### config.mk
export PLATFORM = sky130hd
export DESIGN_NAME = csm_cfg
export DESIGN_NICKNAME = d
export VERILOG_FILES = /design/src/rtl/core/csm_pkg.sv /design/src/rtl/core/csm_cfg.sv
export SDC_FILE = /design/constraint.sdc
export NUM_CORES = 1
export LEC_CHECK = 0
export ABC_AREA = 1
export BUFFER_PORTS_ARGS = -buffer_cell sky130_fd_sc_hd__buf_2
export CAP_MARGIN = 20
export CORE_MARGIN = 2
export CORE_UTILIZATION = 34
export CTS_CLUSTER_DIAMETER = 80
export DETAILED_ROUTE_END_ITERATION = 10
export HOLD_SLACK_MARGIN = 0.06
export PLACE_DENSITY = 0.76
export SLEW_MARGIN = 10
export SYNTH_ARGS = -nofsm -noshare
export SYNTH_HDL_FRONTEND = slang
export SYNTH_SLANG_ARGS = --single-unit
### constraint.sdc
create_clock -name i_clk -period 0.9 [get_ports i_clk]
set_clock_uncertainty 0.2 [all_clocks]
set_input_delay 0.09 -clock i_clk [delete_from_list [all_inputs] [get_ports i_clk]]
set_output_delay 0.09 -clock i_clk [all_outputs]
set_load 0.02 [all_outputs]
### src/rtl/core/csm_pkg.sv
package csm_pkg;

    localparam int MAX_ENTRIES = 1024;
    localparam int EA_W        = $clog2(MAX_ENTRIES);
    localparam int CNT_W       = EA_W + 1;
    localparam int MAX_ROWS    = 256;
    localparam int MAX_COLUMNS = 256;
    localparam int RA_W        = $clog2(MAX_ROWS);
    localparam int VAL_W       = 32;
    localparam int IDX_W       = 8;
    localparam int DIM_W       = 9;

    localparam logic       KIND_SET = 1'b0;
    localparam logic       KIND_GET = 1'b1;

    localparam logic [1:0] ST_OK    = 2'd0;
    localparam logic [1:0] ST_ZERO  = 2'd1;
    localparam logic [1:0] ST_FULL  = 2'd2;
    localparam logic [1:0] ST_RANGE = 2'd3;

    localparam logic       REG_ROWS = 1'b0;
    localparam logic       REG_COLS = 1'b1;

    typedef logic [CNT_W-1:0] t_cnt;

endpackage

### src/rtl/core/csm_cfg.sv
module csm_cfg (
    input  logic                      i_clk,
    input  logic                      i_rst_n,
    input  logic                      psel,
    input  logic                      penable,
    input  logic                      pwrite,
    input  logic [2:0]                paddr,
    input  logic [31:0]               pwdata,
    output logic [31:0]               prdata,
    output logic                      pready,
    output logic [csm_pkg::DIM_W-1:0] o_row_count,
    output logic [csm_pkg::DIM_W-1:0] o_col_count
);
    logic [csm_pkg::DIM_W-1:0] r_rows;
    logic [csm_pkg::DIM_W-1:0] r_cols;
    logic                      wr;

    assign wr = psel & penable & pwrite;

    always_ff @(posedge i_clk) begin
        if (!i_rst_n) begin
            r_rows <= csm_pkg::DIM_W'(csm_pkg::MAX_ROWS);
            r_cols <= csm_pkg::DIM_W'(csm_pkg::MAX_COLUMNS);
        end else if (wr) begin
            if (paddr[2] == csm_pkg::REG_ROWS) begin
                r_rows <= pwdata[csm_pkg::DIM_W-1:0];
            end else begin
                r_cols <= pwdata[csm_pkg::DIM_W-1:0];
            end
        end
    end

    always_comb begin
        prdata = '0;
        if (paddr[2] == csm_pkg::REG_ROWS) begin
            prdata[csm_pkg::DIM_W-1:0] = r_rows;
        end else begin
            prdata[csm_pkg::DIM_W-1:0] = r_cols;
        end
    end

    assign pready      = 1'b1;
    assign o_row_count = r_rows;
    assign o_col_count = r_cols;
endmodule
# == Word-level counts from Yosys, hierarchy flattened ==
# Cells that the tools add are included.
# classes
n_bitwise,3
n_mux,1
reduce_logical,2
# ops
operator,count
$mux W9,1
$reduce_and A2 Y1,2
$and A1 B1 Y1,2
$not A1 Y1,1
# word_totals
inputBits,40
elab_cells,8
out_inout_bits,51
reg_bits,18

# == Depth between registers and ports, before layout ==
# depth
depth_word,3
ltp_mapped,6
ltp_nobuf,5

# == Worst setup path after synthesis ==
# OpenSTA, ideal clock, no wires.
# synth_path
path_type,register to output
start,reg r_cols (netlist bit o_col_count[0])
end,out prdata[0]
path_slack_ns,-0.063
stages_incl_launch_ff,3
required_time_ns,0.610
path_buffers,0
t_arrival_ns,0.673
path_cell_list,dfxtp_1 nand2_1 nand2_1
# synth_via
elab_chain_len,1
# synth_lines
item,line_no,source
start: declaration,csm_cfg.sv:15,logic [csm_pkg::DIM_W-1:0] r_cols;
start signal: assignment,csm_cfg.sv:23,r_cols <= csm_pkg::DIM_W'(csm_pkg::MAX_COLUMNS);
start signal: assignment,csm_cfg.sv:28,r_cols <= pwdata[csm_pkg::DIM_W-1:0];
$mux W9,csm_cfg.sv:35,if (paddr[2] == csm_pkg::REG_ROWS) begin
end: declaration,csm_cfg.sv:9,"output logic [31:0] prdata,"
# No other way between the ends.

# == Worst setup path after layout ==
# Ends and elaborated chain as after synthesis.

==> results.md <==
Run status:
- The flow ran to the end, but the final reports show violations.
- The final reports fail on hold timing, setup timing.

STA:
- Of the available clock period, the critical path in the final layout requires 1.343.
- After routing, the total negative slack on setup checks comes to -6.065 ns.
- The highest achievable clock rate is around 0.83 GHz.
- Final hold analysis gives a worst-case slack of -0.08085 ns.
- The final-report hold violation count is 18.
- Across all setup checks in the final design, the least slack found is -0.3091 ns.
- Setup repair after global routing could not meet its margin everywhere.
- The minimum clock period after layout is about 1.2 ns.
- The setup violation total in the final timing report is 27.
- The number of max-slew violations in the final report is 0.

Synth:
- The count of state elements after synthesis is 18.
- The netlist uses 11 different library cells.
- During synthesis, Yosys emitted a total of 0 warnings.
- The mapped netlist covers 1052 sq um.
- The fraction of post-synthesis cell area in the top cell type by area is 0.3424.
- The share of the Yosys chip area taken by registers is 0.3424.
- The average size of a mapped cell is 6.495 sq um.
- The synthesized design spends more area on one cell type than any other, namely sky130_fd_sc_hd__dfxtp_1.
- Counting every instance in the synthesized netlist gives 162.
- Ranked by total cell area, the synthesized netlist is headed by sky130_fd_sc_hd__dfxtp_1 (34%), sky130_fd_sc_hd__buf_4 (19%), sky130_fd_sc_hd__nand2_1 (16%).

Floorplanning:
- The die footprint is 3556 sq um.
- The floorplan has 20 rows.
- The height of the die is 59.63 microns.
- The die is 59.63 microns wide.
- The top-level I/O count is 91.
- The effective utilization at floorplan is 0.3504.
- The core region area is 3003 sq um.

Layout:
- The commonest non-fill, non-tap cell in the layout is sky130_fd_sc_hd__nand2_1.
- The net count of the finished layout is 250.
- The number of fillers in the final layout is 295.
- Leaving out fill and tap cells, the most frequent cells in the layout are sky130_fd_sc_hd__nand2_1 (34), sky130_fd_sc_hd__buf_6 (31), sky130_fd_sc_hd__nor2_1 (30).
- The area growth from synthesis to layout is 47.09%.
- Of the cells placed in the final design, the portion with a size suffix greater than 1 is 0.4354.
- The number of antenna diodes in the final layout is 0.

Worst hold path:
- The hold-critical path endpoint is o_col_count[3].
- The critical hold path startpoint is pwdata[3].
- The worst hold path belongs to the class primary input to register.
- The count of cells along the worst hold path is 5.

Power:
- The leakage dissipation is 0.7844 nW.
- In this run the power density over the cells is 1181 nW/um^2.
- VDD sags by at most 0.0003447 V.

Critical path:
- The worst register-to-register path ends at o_row_count[0].
- The type of the worst setup path is register to output pin.
- The critical path starts at o_col_count[0].
- The data arrival time of the critical path is about 0.92 ns.
- The kind of start point of the critical path is a register.
- Of all nets on the critical path, the largest fanout is 3.
- In this run the critical register-to-register path is launched from o_row_count[0].
- The path depth of the worst reg2reg path is 3.
- The element type at the critical path end is an output pin.
- The data required time of the critical path is 0.61 ns.
- The reg2reg setup slack is about 0.03 ns.

Detailed routing:
- The post-detailed-route DRC marker count is 0.
- The first-pass detailed-route iteration total is 5.
- Dividing the detail-routed wire length by the instance count gives 10.18 microns.
- The routed layout has 1054 vias.
- The count of nets left with antenna violations once routing finished came out at 0.
- After detailed routing, the total wire length is 2.464 mm.
- The DRC violation total after the first TritonRoute iteration is 16.
- The via density per instance is approximately 4.4.

Placed design:
- After legalization and detailed placement, the total HPWL measured 1.659 mm.
- OpenSTA, run right after detailed placement, puts the worst setup slack at -0.2435 ns.
- Buffers placed on the I/O ports in this run total 41.
- The final weighted congestion of routability-driven global placement is 0.6883.

Global route:
- The first global-routing pass estimated 3.581 mm of wire.
- The number of antenna violations at the first check in global routing is 0.
- The overall routing resource usage is 0.1327.
- The overflow left after global routing is 0.
- The largest net degree at the start of global routing is 20.
- The via count of the first global-routing pass was approximately 840.

Job:
- Across the run, the number of max-cap violations was 0.

CTS:
- The number of H-tree branching levels is 1.
- The clock buffer count from CTS is 3.
- The clock network latency to the later pin of the worst-skew pair is about 0.29 ns.
- The tree is rooted in a sky130_fd_sc_hd__clkbuf_4.
- Counting along the longest clock path gives a buffer depth of 2.
- The hold buffer count at CTS is 1.
- The TritonCTS clock tree is done.
- After clock tree synthesis, the clock-pin slew on the worst setup and hold paths is 0.10 ns.
- CTS saw 18 sinks.
## cell type report
type / count / area (sq um) / share of cell area
Timing Repair Buffer: 50 / 474.2 / 0.3064
Inverter: 10 / 37.54 / 0.02425
Multi-Input combinational cell: 127 / 573.1 / 0.3703
Tap cell: 33 / 41.29 / 0.02668
Clock buffer: 4 / 36.28 / 0.02344
Sequential cell: 18 / 385.4 / 0.2490
## Yosys cell counts
cell                       n
sky130_fd_sc_hd__nor2_4    3
sky130_fd_sc_hd__dfxtp_1  18
sky130_fd_sc_hd__buf_2     4
sky130_fd_sc_hd__inv_1     9
sky130_fd_sc_hd__inv_2     1
sky130_fd_sc_hd__nand3_1  19
sky130_fd_sc_hd__o21ai_0   2
sky130_fd_sc_hd__conb_1    2
sky130_fd_sc_hd__nand2_1  46
sky130_fd_sc_hd__buf_4    26
sky130_fd_sc_hd__nor2_1   32
## timing repair
item,in CTS,in global routing
endpoints found under the hold margin,18,18
gates resized for setup,48,19
pin swaps,0,3
buffers inserted,1,5
gates cloned,0,1
endpoints found under the setup margin,27,32
## flip-flops by register name (all words and copies together) (netlist names)
| name | cells |
|---|---|
| o_col_count | 9 |
| o_row_count | 9 |
## worst max-delay path by stage
stage / to / slack [ns]
after floorplan: prdata[0] / -0.006
after detailed placement: o_row_count[1] / -0.24
after global routing: prdata[7] / -0.36
final: prdata[0] / -0.31
after CTS: prdata[1] / -0.31
after global placement: o_row_count[0] / -0.21
## worst max-delay path: stages (launching register included)
cell	delay [ns]
sky130_fd_sc_hd__dfxtp_2	0.37
sky130_fd_sc_hd__nand2_1	0.05
sky130_fd_sc_hd__nand2_1	0.09
sky130_fd_sc_hd__buf_6	0.12
## layer usage
layer,track usage,vias up,part of all wire
li1,-,539,-
met1,0.1583,467,0.42
met2,0.2292,44,0.54
met3,0.01528,4,0.042
met4,0.07302,0,0.0053
met5,0,-,0
## power by group
| group | switching (W) | leakage, nW | internal [W] |
|---|---|---|---|
| clock network | 0.000248 | 0.0210 | 0.000246 |
| logic | 0.000300 | 0.610 | 0.000180 |
| registers | 0.0000261 | 0.153 | 0.000828 |
| total | 0.000574 | 0.784 | 0.00125 |
## kinds of logic after synthesis
logic type | after synthesis | synth area share
AO/OA/AOI/OAI | 2 | 0.009513
flip-flops | 18 | 0.3425
other | 2 | 0.007137
buffers and inverters | 40 | 0.2402
AND/OR/NAND/NOR | 100 | 0.4007
## per-stage QoR
step / utilization / cells / hold slack, ns / power, W / cell area (sq um)
final: 0.5154 / 242 / -0.08085 / 0.001828 / 1548
after floorplan: - / 184 / 0.01610 / 0.001237 / 1187
after CTS: 0.4813 / 237 / -0.08325 / 0.001816 / 1445
after detailed placement: 0.4142 / 231 / 0.1310 / 0.001259 / 1244
after global routing: 0.5154 / 242 / -0.09118 / 0.001934 / 1548
after global placement: 0.4142 / 231 / 0.1213 / 0.001256 / 1244
No activity file was read; power rests on OpenSTA's default activity.
